`src/sv/ctl_pkg.sv`:
```
// Package: shared constants, types and sequencer states of the cache tag lookup block.
`default_nettype none
package ctl_pkg;
   localparam int LINES     = 8;
   localparam int LINE_BITS = 3;
   localparam int TAG_W     = 27;
   localparam int AGE_W     = 3;
   localparam int ENTRY_W   = 1 + AGE_W + TAG_W;
   localparam int WORDS_PER_BLOCK = 8;

   localparam logic [2:0] REG_WAYS      = 3'd0;
   localparam logic [2:0] REG_USE_LRU   = 3'd1;
   localparam logic [2:0] REG_WORD8     = 3'd2;
   localparam logic [2:0] REG_CACHE_T   = 3'd3;
   localparam logic [2:0] REG_MEMORY_T  = 3'd4;
   localparam logic [2:0] REG_BUFFER_T  = 3'd5;

   typedef struct packed {
      logic              dirty;
      logic [AGE_W-1:0]  age;
      logic [TAG_W-1:0]  tag;
   } entry_type;

   typedef enum logic [1:0] {
      ST_IDLE,
      ST_SCAN,
      ST_UPDATE,
      ST_FINISH
   } state_type;
endpackage
`default_nettype wire

```
`src/sv/cache_tag_lookup_fifo_lru.sv`:
```
// Top level: set-associative cache tag controller with FIFO or LRU replacement.
//
//  channel | direction | handshake         | payload
//  req     | in        | req_valid/stall   | address, op
//  rsp     | out       | rsp_valid/stall   | is_hit, wrote_back, line_used, access_cycles, totals
//  csr     | in        | psel/penable/...  | six registers at byte addresses 0..20
//
// An item runs through a scan pass (one read of the line store per way, one
// more for the last read data), an update pass that reads, modifies and writes
// back each way, then a load of the result register. The next item is taken
// only once the block is back in idle, so items do not overlap.
// Reset clears valid bits, counters and registers; the line store needs no clear
// as a line that is not valid reads as zero. A stalled result holds; the next
// item is taken once the result register is loaded.
`default_nettype none
module cache_tag_lookup_fifo_lru
   import ctl_pkg::*;
(
   input  wire logic        clock,
   input  wire logic        reset,
   input  wire logic        req_valid,
   output logic             req_stall,
   input  wire logic [31:0] req_address,
   input  wire logic        req_op,
   output logic             rsp_valid,
   input  wire logic        rsp_stall,
   output logic             rsp_is_hit,
   output logic             rsp_wrote_back,
   output logic [2:0]       rsp_line_used,
   output logic [11:0]      rsp_access_cycles,
   output logic [31:0]      rsp_hit_total,
   output logic [31:0]      rsp_miss_total,
   output logic [31:0]      rsp_time_total,
   input  wire logic        psel,
   input  wire logic        penable,
   input  wire logic        pwrite,
   input  wire logic [4:0]  paddr,
   input  wire logic [31:0] pwdata,
   output logic [31:0]      prdata,
   output logic             pready
);
   // configuration registers
   logic [3:0] ways_ff;
   logic       use_lru_ff, word8_ff;
   logic [7:0] cache_t_ff, memory_t_ff, buffer_t_ff;

   assign pready = 1'b1;

   always_ff @(posedge clock) begin
      if (reset) begin
         ways_ff     <= 4'd1;
         use_lru_ff  <= 1'b0;
         word8_ff    <= 1'b0;
         cache_t_ff  <= 8'd2;
         memory_t_ff <= 8'd21;
         buffer_t_ff <= 8'd1;
      end else if (psel && penable && pwrite) begin
         case (paddr[4:2])
            REG_WAYS:     ways_ff     <= pwdata[3:0];
            REG_USE_LRU:  use_lru_ff  <= pwdata[0];
            REG_WORD8:    word8_ff    <= pwdata[0];
            REG_CACHE_T:  cache_t_ff  <= pwdata[7:0];
            REG_MEMORY_T: memory_t_ff <= pwdata[7:0];
            REG_BUFFER_T: buffer_t_ff <= pwdata[7:0];
            default: ;
         endcase
      end
   end

   always_comb begin
      case (paddr[4:2])
         REG_WAYS:     prdata = {28'd0, ways_ff};
         REG_USE_LRU:  prdata = {31'd0, use_lru_ff};
         REG_WORD8:    prdata = {31'd0, word8_ff};
         REG_CACHE_T:  prdata = {24'd0, cache_t_ff};
         REG_MEMORY_T: prdata = {24'd0, memory_t_ff};
         REG_BUFFER_T: prdata = {24'd0, buffer_t_ff};
         default:      prdata = 32'd0;
      endcase
   end

   // item context
   state_type state_ff, state_in;
   logic [1:0]       wlg_ff;        // log2 of effective ways
   logic [3:0]       w_ff;          // effective ways
   logic [2:0]       set_ff;
   logic [TAG_W-1:0] tag_ff;
   logic             op_ff;
   logic [3:0]       cnt_ff;
   logic             rd_pend_ff;
   logic [2:0]       rd_line_ff;
   logic [LINES-1:0] valid_ff;

   // scan results
   logic hit_ff, empty_ff, have_vic_ff, vic_dirty_ff;
   logic [2:0] hit_line_ff, empty_line_ff, vic_line_ff, hit_age_ff, max_age_ff;

   // counters
   logic [31:0] hit_cnt_ff, miss_cnt_ff, cyc_cnt_ff;
   logic        rsp_valid_ff;

   // decode of the incoming address
   logic [1:0]  wlg_new;
   logic [3:0]  w_new;
   logic [26:0] block_new;
   logic [1:0]  lg_new;
   always_comb begin
      case (ways_ff)
         4'd2:    begin wlg_new = 2'd1; w_new = 4'd2; end
         4'd4:    begin wlg_new = 2'd2; w_new = 4'd4; end
         4'd8:    begin wlg_new = 2'd3; w_new = 4'd8; end
         default: begin wlg_new = 2'd0; w_new = 4'd1; end
      endcase
      lg_new    = 2'd3 - wlg_new;
      block_new = word8_ff ? {1'b0, req_address[31:6]} : req_address[31:5];
   end

   wire logic accept  = req_valid && !req_stall;
   assign req_stall   = (state_ff != ST_IDLE);

   logic [1:0] lg;
   logic [2:0] age_mask, issue_line;
   logic       issue;
   assign lg         = 2'd3 - wlg_ff;
   assign age_mask   = 3'(w_ff - 4'd1);
   assign issue_line = 3'(cnt_ff[2:0] << lg) | set_ff;
   assign issue      = (state_ff == ST_SCAN || state_ff == ST_UPDATE) && (cnt_ff < w_ff);

   entry_type rd_data, rd_entry, wr_entry;
   logic      rd_v, wr_en;
   ctl_line_ram u_ram (
      .clock (clock),
      .we    (wr_en),
      .waddr (rd_line_ff),
      .wdata (wr_entry),
      .raddr (issue_line),
      .rdata (rd_data)
   );

   assign rd_v     = valid_ff[rd_line_ff];
   assign rd_entry = rd_v ? rd_data : '0;

   // outcome of the scan
   logic       wb;
   logic [2:0] fill_line;
   assign fill_line = hit_ff ? hit_line_ff : (empty_ff ? empty_line_ff : vic_line_ff);
   assign wb        = !hit_ff && !empty_ff && vic_dirty_ff;

   // modify stage of the update pass
   always_comb begin
      wr_entry = rd_entry;
      wr_en    = 1'b0;
      if (state_ff == ST_UPDATE && rd_pend_ff) begin
         wr_en = 1'b1;
         if (hit_ff) begin
            if (rd_line_ff == hit_line_ff) begin
               if (op_ff) wr_entry.dirty = 1'b1;
               if (use_lru_ff) wr_entry.age = '0;
            end else if (use_lru_ff && rd_v && rd_entry.age < hit_age_ff) begin
               wr_entry.age = (rd_entry.age + 3'd1) & age_mask;
            end
         end else if (rd_line_ff == fill_line) begin
            wr_entry.dirty = 1'b0;
            wr_entry.age   = '0;
            wr_entry.tag   = tag_ff;
         end else if (rd_v) begin
            wr_entry.age = (rd_entry.age + 3'd1) & age_mask;
         end
      end
   end

   // cost of this item
   logic [10:0] transfer;
   logic [12:0] cost;
   assign transfer = 11'(memory_t_ff) + 11'(buffer_t_ff) * 11'(WORDS_PER_BLOCK - 1);
   assign cost     = hit_ff ? 13'(cache_t_ff)
                   : 13'(cache_t_ff) + (wb ? {1'b0, transfer, 1'b0} : 13'(transfer));

   logic [32:0] hit_sum, miss_sum, cyc_sum;
   assign hit_sum  = 33'(hit_cnt_ff) + 33'(hit_ff);
   assign miss_sum = 33'(miss_cnt_ff) + 33'(!hit_ff);
   assign cyc_sum  = 33'(cyc_cnt_ff) + 33'(cost);

   wire logic load_rsp = (state_ff == ST_FINISH) && !(rsp_valid_ff && rsp_stall);

   // next state
   always_comb begin
      state_in = state_ff;
      case (state_ff)
         ST_IDLE:   if (accept) state_in = ST_SCAN;
         ST_SCAN:   if (!issue) state_in = ST_UPDATE;
         ST_UPDATE: if (!issue) state_in = ST_FINISH;
         ST_FINISH: if (load_rsp) state_in = ST_IDLE;
         default:   state_in = ST_IDLE;
      endcase
   end

   always_ff @(posedge clock) begin
      if (reset) begin
         state_ff <= ST_IDLE;
      end else begin
         state_ff <= state_in;
      end
   end

   always_ff @(posedge clock) begin
      if (reset) begin
         cnt_ff       <= '0;
         rd_pend_ff   <= 1'b0;
         valid_ff     <= '0;
         hit_cnt_ff   <= '0;
         miss_cnt_ff  <= '0;
         cyc_cnt_ff   <= '0;
         rsp_valid_ff <= 1'b0;
      end else begin
         rd_pend_ff <= issue;
         rd_line_ff <= issue_line;
         if (accept) begin
            wlg_ff       <= wlg_new;
            w_ff         <= w_new;
            set_ff       <= block_new[2:0] & (3'b111 >> wlg_new);
            tag_ff       <= block_new >> lg_new;
            op_ff        <= req_op;
            cnt_ff       <= '0;
            hit_ff       <= 1'b0;
            empty_ff     <= 1'b0;
            have_vic_ff  <= 1'b0;
         end else if (issue) begin
            cnt_ff <= cnt_ff + 4'd1;
         end else if (state_ff == ST_SCAN) begin
            cnt_ff <= '0;      // restart the way count for the update pass
         end
         // evaluate one way per cycle of the scan
         if (state_ff == ST_SCAN && rd_pend_ff) begin
            if (rd_v) begin
               if (!hit_ff && rd_entry.tag == tag_ff) begin
                  hit_ff      <= 1'b1;
                  hit_line_ff <= rd_line_ff;
                  hit_age_ff  <= rd_entry.age;
               end
               if (!have_vic_ff || rd_entry.age > max_age_ff) begin
                  have_vic_ff  <= 1'b1;
                  max_age_ff   <= rd_entry.age;
                  vic_line_ff  <= rd_line_ff;
                  vic_dirty_ff <= rd_entry.dirty;
               end
            end else if (!empty_ff) begin
               empty_ff      <= 1'b1;
               empty_line_ff <= rd_line_ff;
            end
         end
         if (state_ff == ST_UPDATE && rd_pend_ff && !hit_ff && rd_line_ff == fill_line) begin
            valid_ff[rd_line_ff] <= 1'b1;
         end
         // drop the result once taken, load the next one when free
         if (load_rsp) begin
            rsp_valid_ff <= 1'b1;
            hit_cnt_ff   <= hit_sum[32] ? '1 : hit_sum[31:0];
            miss_cnt_ff  <= miss_sum[32] ? '1 : miss_sum[31:0];
            cyc_cnt_ff   <= cyc_sum[32] ? '1 : cyc_sum[31:0];
         end else if (!rsp_stall) begin
            rsp_valid_ff <= 1'b0;
         end
      end
   end

   // result payload
   always_ff @(posedge clock) begin
      if (load_rsp) begin
         rsp_is_hit        <= hit_ff;
         rsp_wrote_back    <= wb;
         rsp_line_used     <= fill_line;
         rsp_access_cycles <= cost[12] ? 12'hFFF : cost[11:0];
      end
   end

   assign rsp_valid      = rsp_valid_ff;
   assign rsp_hit_total  = hit_cnt_ff;
   assign rsp_miss_total = miss_cnt_ff;
   assign rsp_time_total = cyc_cnt_ff;

   // checks
   a_cnt_bound: assert property (@(posedge clock) disable iff (reset)
      (state_ff != ST_IDLE) |-> (cnt_ff <= w_ff))
      else $error("way count beyond associativity");
   a_idle_no_read: assert property (@(posedge clock) disable iff (reset)
      (state_ff == ST_FINISH) |-> !rd_pend_ff && !wr_en)
      else $error("line store access while finishing");
   a_wb_miss: assert property (@(posedge clock) disable iff (reset)
      (rsp_valid && rsp_wrote_back) |-> !rsp_is_hit)
      else $error("writeback on a hit");
   a_rsp_hold: assert property (@(posedge clock) disable iff (reset)
      (rsp_valid && rsp_stall) |=> rsp_valid && $stable(rsp_hit_total))
      else $error("stalled result changed");
endmodule
`default_nettype wire

```
`src/sv/ctl_line_ram.sv`:
```
// Line store: one write port, one registered read port.
`default_nettype none
module ctl_line_ram
   import ctl_pkg::*;
(
   input  wire logic                 clock,
   input  wire logic                 we,
   input  wire logic [LINE_BITS-1:0] waddr,
   input  wire entry_type            wdata,
   input  wire logic [LINE_BITS-1:0] raddr,
   output entry_type                 rdata
);
   entry_type mem [LINES];
   entry_type rdata_ff;

   always_ff @(posedge clock) begin
      if (we) begin
         mem[waddr] <= wdata;
      end
      rdata_ff <= mem[raddr];
   end

   assign rdata = rdata_ff;
endmodule
`default_nettype wire
```
`config.mk`:
```
export PLATFORM = sky130hd
export DESIGN_NAME = cache_tag_lookup_fifo_lru
export DESIGN_NICKNAME = d
export VERILOG_FILES = /design/src/sv/ctl_pkg.sv /design/src/sv/cache_tag_lookup_fifo_lru.sv /design/src/sv/ctl_line_ram.sv
export SDC_FILE = /design/constraint.sdc
export NUM_CORES = 1
export LEC_CHECK = 0
export BUFFER_PORTS_ARGS = -buffer_cell sky130_fd_sc_hd__buf_2
export CELL_PAD_IN_SITES_DETAIL_PLACEMENT = 1
export CELL_PAD_IN_SITES_GLOBAL_PLACEMENT = 1
export CORE_AREA = 3 3 226 228
export DETAILED_ROUTE_END_ITERATION = 6
export DIE_AREA = 0 0 229 231
export PLACE_DENSITY = 0.79
export SKIP_LAST_GASP = 1
export SLEW_MARGIN = 20
export SYNTH_ARGS = -nofsm -noshare
export SYNTH_HDL_FRONTEND = slang
export SYNTH_SLANG_ARGS = --single-unit
```
`constraint.sdc`:
```
create_clock -name clock -period 7.8 [get_ports clock]
set_clock_uncertainty 0.1 [all_clocks]
set_input_delay 1.17 -clock clock [delete_from_list [all_inputs] [get_ports clock]]
set_output_delay 1.17 -clock clock [all_outputs]
set_load 0.05 [all_outputs]
```
### Word-level counts from Yosys, hierarchy flattened

Memory sizes are Yosys's and may differ from the RTL's. A register that Yosys moved wholly into a read port is not among the register bits.
Cells that the tools add are included.

| storage, ports and cells | value |
|---|---|
| memory bits (read-only) | 0 |
| logic and storage cells | 170 |
| input bits | 77 |
| bits in registers | 218 |
| RAM bits | 248 |
| memories kept | 1 |
| latch bits | 0 |

| operators by class | value |
|---|---|
| bitwise logic cells | 7 |
| equal/unequal tests | 19 |
| multiplexer cells | 52 |
| shift operators | 3 |
| multiply operators | 1 |
| reductions and logical operators | 39 |
| order comparisons | 5 |
| add/sub/neg operators | 10 |
| divide/modulo/power cells | 0 |

Memories:

| name | words | bits a word | rd ports | clocked after Yosys merged registers in | write ports | line | source |
|---|---|---|---|---|---|---|---|
| u_ram.mem | 8 | 31 | 1 | 1 | 1 | ctl_line_ram.sv:13 | `entry_type mem [LINES];` |

Operator list:

| kind | count |
|---|---|
| $mux W32 | 3 |
| $mux W27 | 3 |
| $add A32 B1 Y33 | 2 |
| $mux W31 | 2 |
| $pmux W8 S6 | 1 |
| $add A32 B13 Y33 | 1 |
| $eq A27 B27 Y1 | 1 |
| $shr A27 B2 Y27 | 1 |
| $mux W1 | 22 |
| $mux W3 | 7 |
| $logic_and A1 B1 Y1 | 16 |
| $reduce_and A4 Y1 | 4 |
| $reduce_and A2 Y1 | 7 |
| $add A8 B12 Y13 | 1 |
| $mux W13 | 1 |
| $mux W12 | 1 |
| $mux W4 | 3 |
| $pmux W4 S3 | 1 |
| $add A8 B11 Y11 | 1 |
| $mul A8 B3 Y11 const B | 1 |
| $mux W2 | 4 |
| $ne A2 B2 Y1 const B | 4 |
| $or A8 B8 Y8 | 1 |
| $pmux W2 S4 | 1 |
| other kinds (33) | 47 |

### Logic depth before layout (Yosys ltp)

| logic depth | value |
|---|---|
| depth after elaboration | 9 |
| gate-level depth with buffers | 27 |
| depth with buffers taken out | 26 |

### By module

Synthesis repeated with hierarchy kept, for this count alone.

| unflattened totals | value |
|---|---|
| cell total of the unflattened synthesis | 1962 |
| area, all modules | 23742.8 sq um |

Modules (own cells, without submodules):

| module | instances | cells an instance | area each (sq um) |
|---|---|---|---|
| cache_tag_lookup_fifo_lru | 1 | 1560 | 13521.7 |
| ctl_line_ram | 1 | 402 | 10221.1 |

### Worst setup path before layout

Ideal clock, no wire load.

| timing | value |
|---|---|
| kind | register to register |
| from | register buffer_t_ff[0] |
| to | register cyc_cnt_ff[28], in the netlist rsp_time_total[28] |
| arrival | 5.382 ns |
| slack | 2.227 ns |
| data required time | 7.609 ns |
| stages on the path, launching flop included | 23 |
| buffers on the path | 1 |
| library setup time | 0.091 ns |
| cell sequence | dfxtp_1 fa_1 inv_1 fa_1 inv_1 fa_1 a21oi_1 o2111ai_1 xnor2_1 o21ai_0 ha_1 or3_1 a311o_1 and3_1 o21ai_0 a31oi_1 ha_1 nand3_1 o21a_1 a211oi_1 buf_2 a41oi_1 a311oi_1 |

| between the ends | value |
|---|---|
| longest elaborated chain between the ends | 7 |

RTL lines:

| item | line | source |
|---|---|---|
| start, declared | cache_tag_lookup_fifo_lru.sv:45 | `logic [7:0] cache_t_ff, memory_t_ff, buffer_t_ff;` |
| start signal, assigned | cache_tag_lookup_fifo_lru.sv:64 | `REG_BUFFER_T: buffer_t_ff <= pwdata[7:0];` |
| $mul A8 B3 Y11 | cache_tag_lookup_fifo_lru.sv:175 | `assign transfer = 11'(memory_t_ff) + 11'(buffer_t_ff) * 11'(WORDS_PER_BLOCK - 1);` |
| $add A8 B11 Y11 | cache_tag_lookup_fifo_lru.sv:175 |  |
| $mux W12 | cache_tag_lookup_fifo_lru.sv:177 | `: 13'(cache_t_ff) + (wb ? {1'b0, transfer, 1'b0} : 13'(transfer));` |
| $add A8 B12 Y13 | cache_tag_lookup_fifo_lru.sv:177 |  |
| $mux W13 | cache_tag_lookup_fifo_lru.sv:176 | `assign cost = hit_ff ? 13'(cache_t_ff)` |
| via cost[10] | cache_tag_lookup_fifo_lru.sv:174 | `logic [12:0] cost;` |
| $add A32 B13 Y33 | cache_tag_lookup_fifo_lru.sv:182 | `assign cyc_sum = 33'(cyc_cnt_ff) + 33'(cost);` |
| $mux W32 | cache_tag_lookup_fifo_lru.sv:260 | `cyc_cnt_ff <= cyc_sum[32] ? '1 : cyc_sum[31:0];` |
| end signal, assigned | cache_tag_lookup_fifo_lru.sv:260 |  |
| end, declared | cache_tag_lookup_fifo_lru.sv:99 | `logic [31:0] hit_cnt_ff, miss_cnt_ff, cyc_cnt_ff;` |

The timed path passes the listed nets, and every way through them passes these cells.
A chain may end at the register's enable or synchronous reset.

### Worst setup path in the final report

| timing | value |
|---|---|
| from | register buffer_t_ff[5] |
| to | register cyc_cnt_ff[2], in the netlist rsp_time_total[2] |

Same word-level chain as after synthesis.

==> results.sh <==
export IMPL_setup_viol=0
export IMPL_slew_headroom=0.307
export IMPL_yosysWarnings=0
export IMPL_drc=0
export IMPL_ctsResizeCount=0
export IMPL_async_flop_share=0
export IMPL_fin_nets=2261
export IMPL_syn_area_mm2=0.0236
export IMPL_ys_seq_area_frac=0.558
export IMPL_required_ns=8.21
export IMPL_viasPerCell=5.75
export IMPL_dp_hpwl_mm=39.4
export IMPL_ctsHoldBuffers=0
export IMPL_cp_end_kind="flip-flop"
export IMPL_cts_made_buffers=52
export IMPL_status="finished, final reports clean"
export IMPL_root_buffer="clkbuf_16"
export IMPL_tightest_slew_ns=1.04
export IMPL_fp_coreArea_mm2=0.0491
export IMPL_min_path_type="flip-flop to flip-flop"
export IMPL_ys_types=83
export IMPL_worst_path_stages=26
export IMPL_synth_area_per_cell_um2=12.0
export IMPL_antenna_left=0
export IMPL_fin_crit_sh=0.886
export IMPL_startpoint_type="flip-flop"
export IMPL_grt_max_degree=69
export IMPL_min_from="valid_ff[7]$_SDFFE_PP0P_"
export IMPL_vias=16200
export IMPL_synth_edf_count=324
export IMPL_wl_mm=60.8
export IMPL_fp_row_count=81
export IMPL_grt_pass1_wl_mm=95.6
export IMPL_critPathMaxStageDelay_ns=0.59
export IMPL_clk_latency_ns=0.61
export IMPL_synthTopCellsByArea="edfxtp_1, dfxtp_1, mux4_2"
export IMPL_dieHeight_um=231
export IMPL_synth_top_cell_area_share=0.411
export IMPL_crit_start="buffer_t_ff[5]$_SDFFE_PP0P_"
export IMPL_cts_htree_levels=2
export IMPL_timing_fmax_mhz=145
export IMPL_wl_per_cell_um=21.6
export IMPL_grtUsageTotal=0.227
export IMPL_start_util=0.482
export IMPL_dr_pass1_iters=5
export IMPL_final_hold_viol_count=0
export IMPL_overflow=0
export IMPL_ys_flop_type="edfxtp_1"
export IMPL_power_density_mw_per_mm2=237
export IMPL_cts_setup_buffers=0
export IMPL_cts_sinks=497
export IMPL_rsz0062_at_grt="no"
export IMPL_ir_drop_mv=0.181
export IMPL_reg2reg_to="rsp_time_total[2]$_SDFFE_PP0P_"
export IMPL_synthTopCellsByCount="edfxtp_1, nand2_1, dfxtp_1, a21oi_1, nor2_1"
export IMPL_synth_seq_cells=497
export IMPL_syn_to_final_growth_pct=13.4
export IMPL_fin_crit_ns=6.91
export IMPL_r2r_cells=26
export IMPL_yosysTopAreaCell="edfxtp_1"
export IMPL_crit_type="flip-flop to flip-flop"
export IMPL_final_cells=2819
export IMPL_finalSetupTns_ns=0
export IMPL_die_w_um=229
export IMPL_crit_family="adder cells"
export IMPL_dieArea_mm2=0.0529
export IMPL_arrival_ns=7.32
export IMPL_report_final_slew_viol_count=0
export IMPL_worst_path_buf_inv=3
export IMPL_drive_above_1_share=0.187
export IMPL_holdWs_ns=0.375
export IMPL_antenna_found_initial=2
export IMPL_clk_path_buf_depth=3
export IMPL_path_max_fanout=22
export IMPL_diodes=0
export IMPL_syn_inst=1965
export IMPL_drtIter0Drc=1213
export IMPL_cap_violations=0
export IMPL_io_pins=225
export IMPL_synth_most_common_cell="edfxtp_1"
export IMPL_crit_slowest_cell="nand2_1"
export IMPL_gp_congestion=0.824
export IMPL_ff2ff_setup_slack_ns=0.89
export IMPL_cts_clk_slew_worst_paths_ns=0.07
export IMPL_io_buffers=168
export IMPL_leakage_nw=9.80
export IMPL_dp_cells=2720
export IMPL_cts_tree="built"
export IMPL_reg2reg_from="buffer_t_ff[5]$_SDFFE_PP0P_"
export IMPL_crit_end="rsp_time_total[2]$_SDFFE_PP0P_"
export IMPL_grt_pass1_vias=17200
[worst reg2reg max path: cells and delay by family (launching register included)]
family | cells | cell delay, ns
buf+inv | 3 | 0.42
compound gates | 9 | 1.91
flops | 1 | 0.47
xor+xnor | 1 | 0.14
fa+ha+maj | 5 | 2.08
simple gates | 8 | 1.71
[how the worst min path moves through the flow]
stage | to | slack, ns | cells after the start
floorplan | valid_ff[3]$_SDFFE_PP0P_ | 0.33 | 2
global placement | valid_ff[5]$_SDFFE_PP0P_ | 0.34 | 2
detailed placement | valid_ff[3]$_SDFFE_PP0P_ | 0.36 | 2
CTS | valid_ff[7]$_SDFFE_PP0P_ | 0.38 | 2
global route | valid_ff[4]$_SDFFE_PP0P_ | 0.41 | 2
finish | valid_ff[7]$_SDFFE_PP0P_ | 0.37 | 2
[registers in the layout, indices dropped and copies added (netlist names), 12 cells and up]
| name | flops |
|---|---|
| u_ram.mem | 248 |
| tag_ff | 27 |
| rsp_hit_total | 32 |
| rsp_miss_total | 32 |
| rsp_access_cycles | 12 |
| rsp_time_total | 32 |
| u_ram.rdata | 31 |
[metrics by stage]
step	area (um^2)	utilization	worst slack, ns	power (mW)
after floorplan	23700	-	2.23	3.61
after global placement	25000	0.510	1.26	3.79
after detailed placement	25000	0.510	1.04	3.83
after CTS	26800	0.546	0.950	6.40
after global routing	26800	0.547	0.330	6.59
final	26800	0.547	0.893	6.35
[power by group]
group	internal (mW)	total [mW]	switching (mW)
registers	2.90	3.00	0.102
logic	0.288	0.788	0.500
clock network	1.49	2.56	1.06
[logic make-up (layout without fill, tap and decap cells)]
group           Yosys count  in the layout  share of synthesized area
mux                     197            197                      0.118
flops                   497            497                      0.558
compound gates          340            340                     0.0903
other cells               2             25                   0.000318
fa+ha+maj                73             73                     0.0437
simple gates            560            560                      0.116
xor+xnor                 95             95                     0.0352
buf+inv                 201            368                     0.0386
[cells in the final DEF, fill, tap and decap left out, types with 33 or more instances in the layout]
| cell | n |
|---|---|
| a21oi_1 | 102 |
| xor2_1 | 51 |
| a31oi_1 | 33 |
| dfxtp_1 | 173 |
| mux2i_1 | 98 |
| ha_1 | 57 |
| edfxtp_1 | 324 |
| o21ai_0 | 79 |
| xnor2_1 | 44 |
| nand3_1 | 42 |
| clkbuf_16 | 52 |
| nor2_1 | 95 |
| and3_1 | 34 |
| mux4_2 | 62 |
| inv_1 | 75 |
| nand2_1 | 230 |
| buf_2 | 167 |
| mux2_2 | 36 |
[final cells by class]
type	instances	area (um^2)
clock buffers	72	1430
clock inverters	26	344
fillers	5097	22200
inverters	80	303
multi-input cells	1290	9710
flip-flops and latches	497	13200
well taps	664	831
repair buffers	190	1020
[routing by layer]
layer	wire, um	GRT usage
met1	26000	0.291
met2	30300	0.397
met3	3030	0.0417
met4	1470	0.0618
met5	23	0
Note: power is estimated with default switching activity, not from simulation.
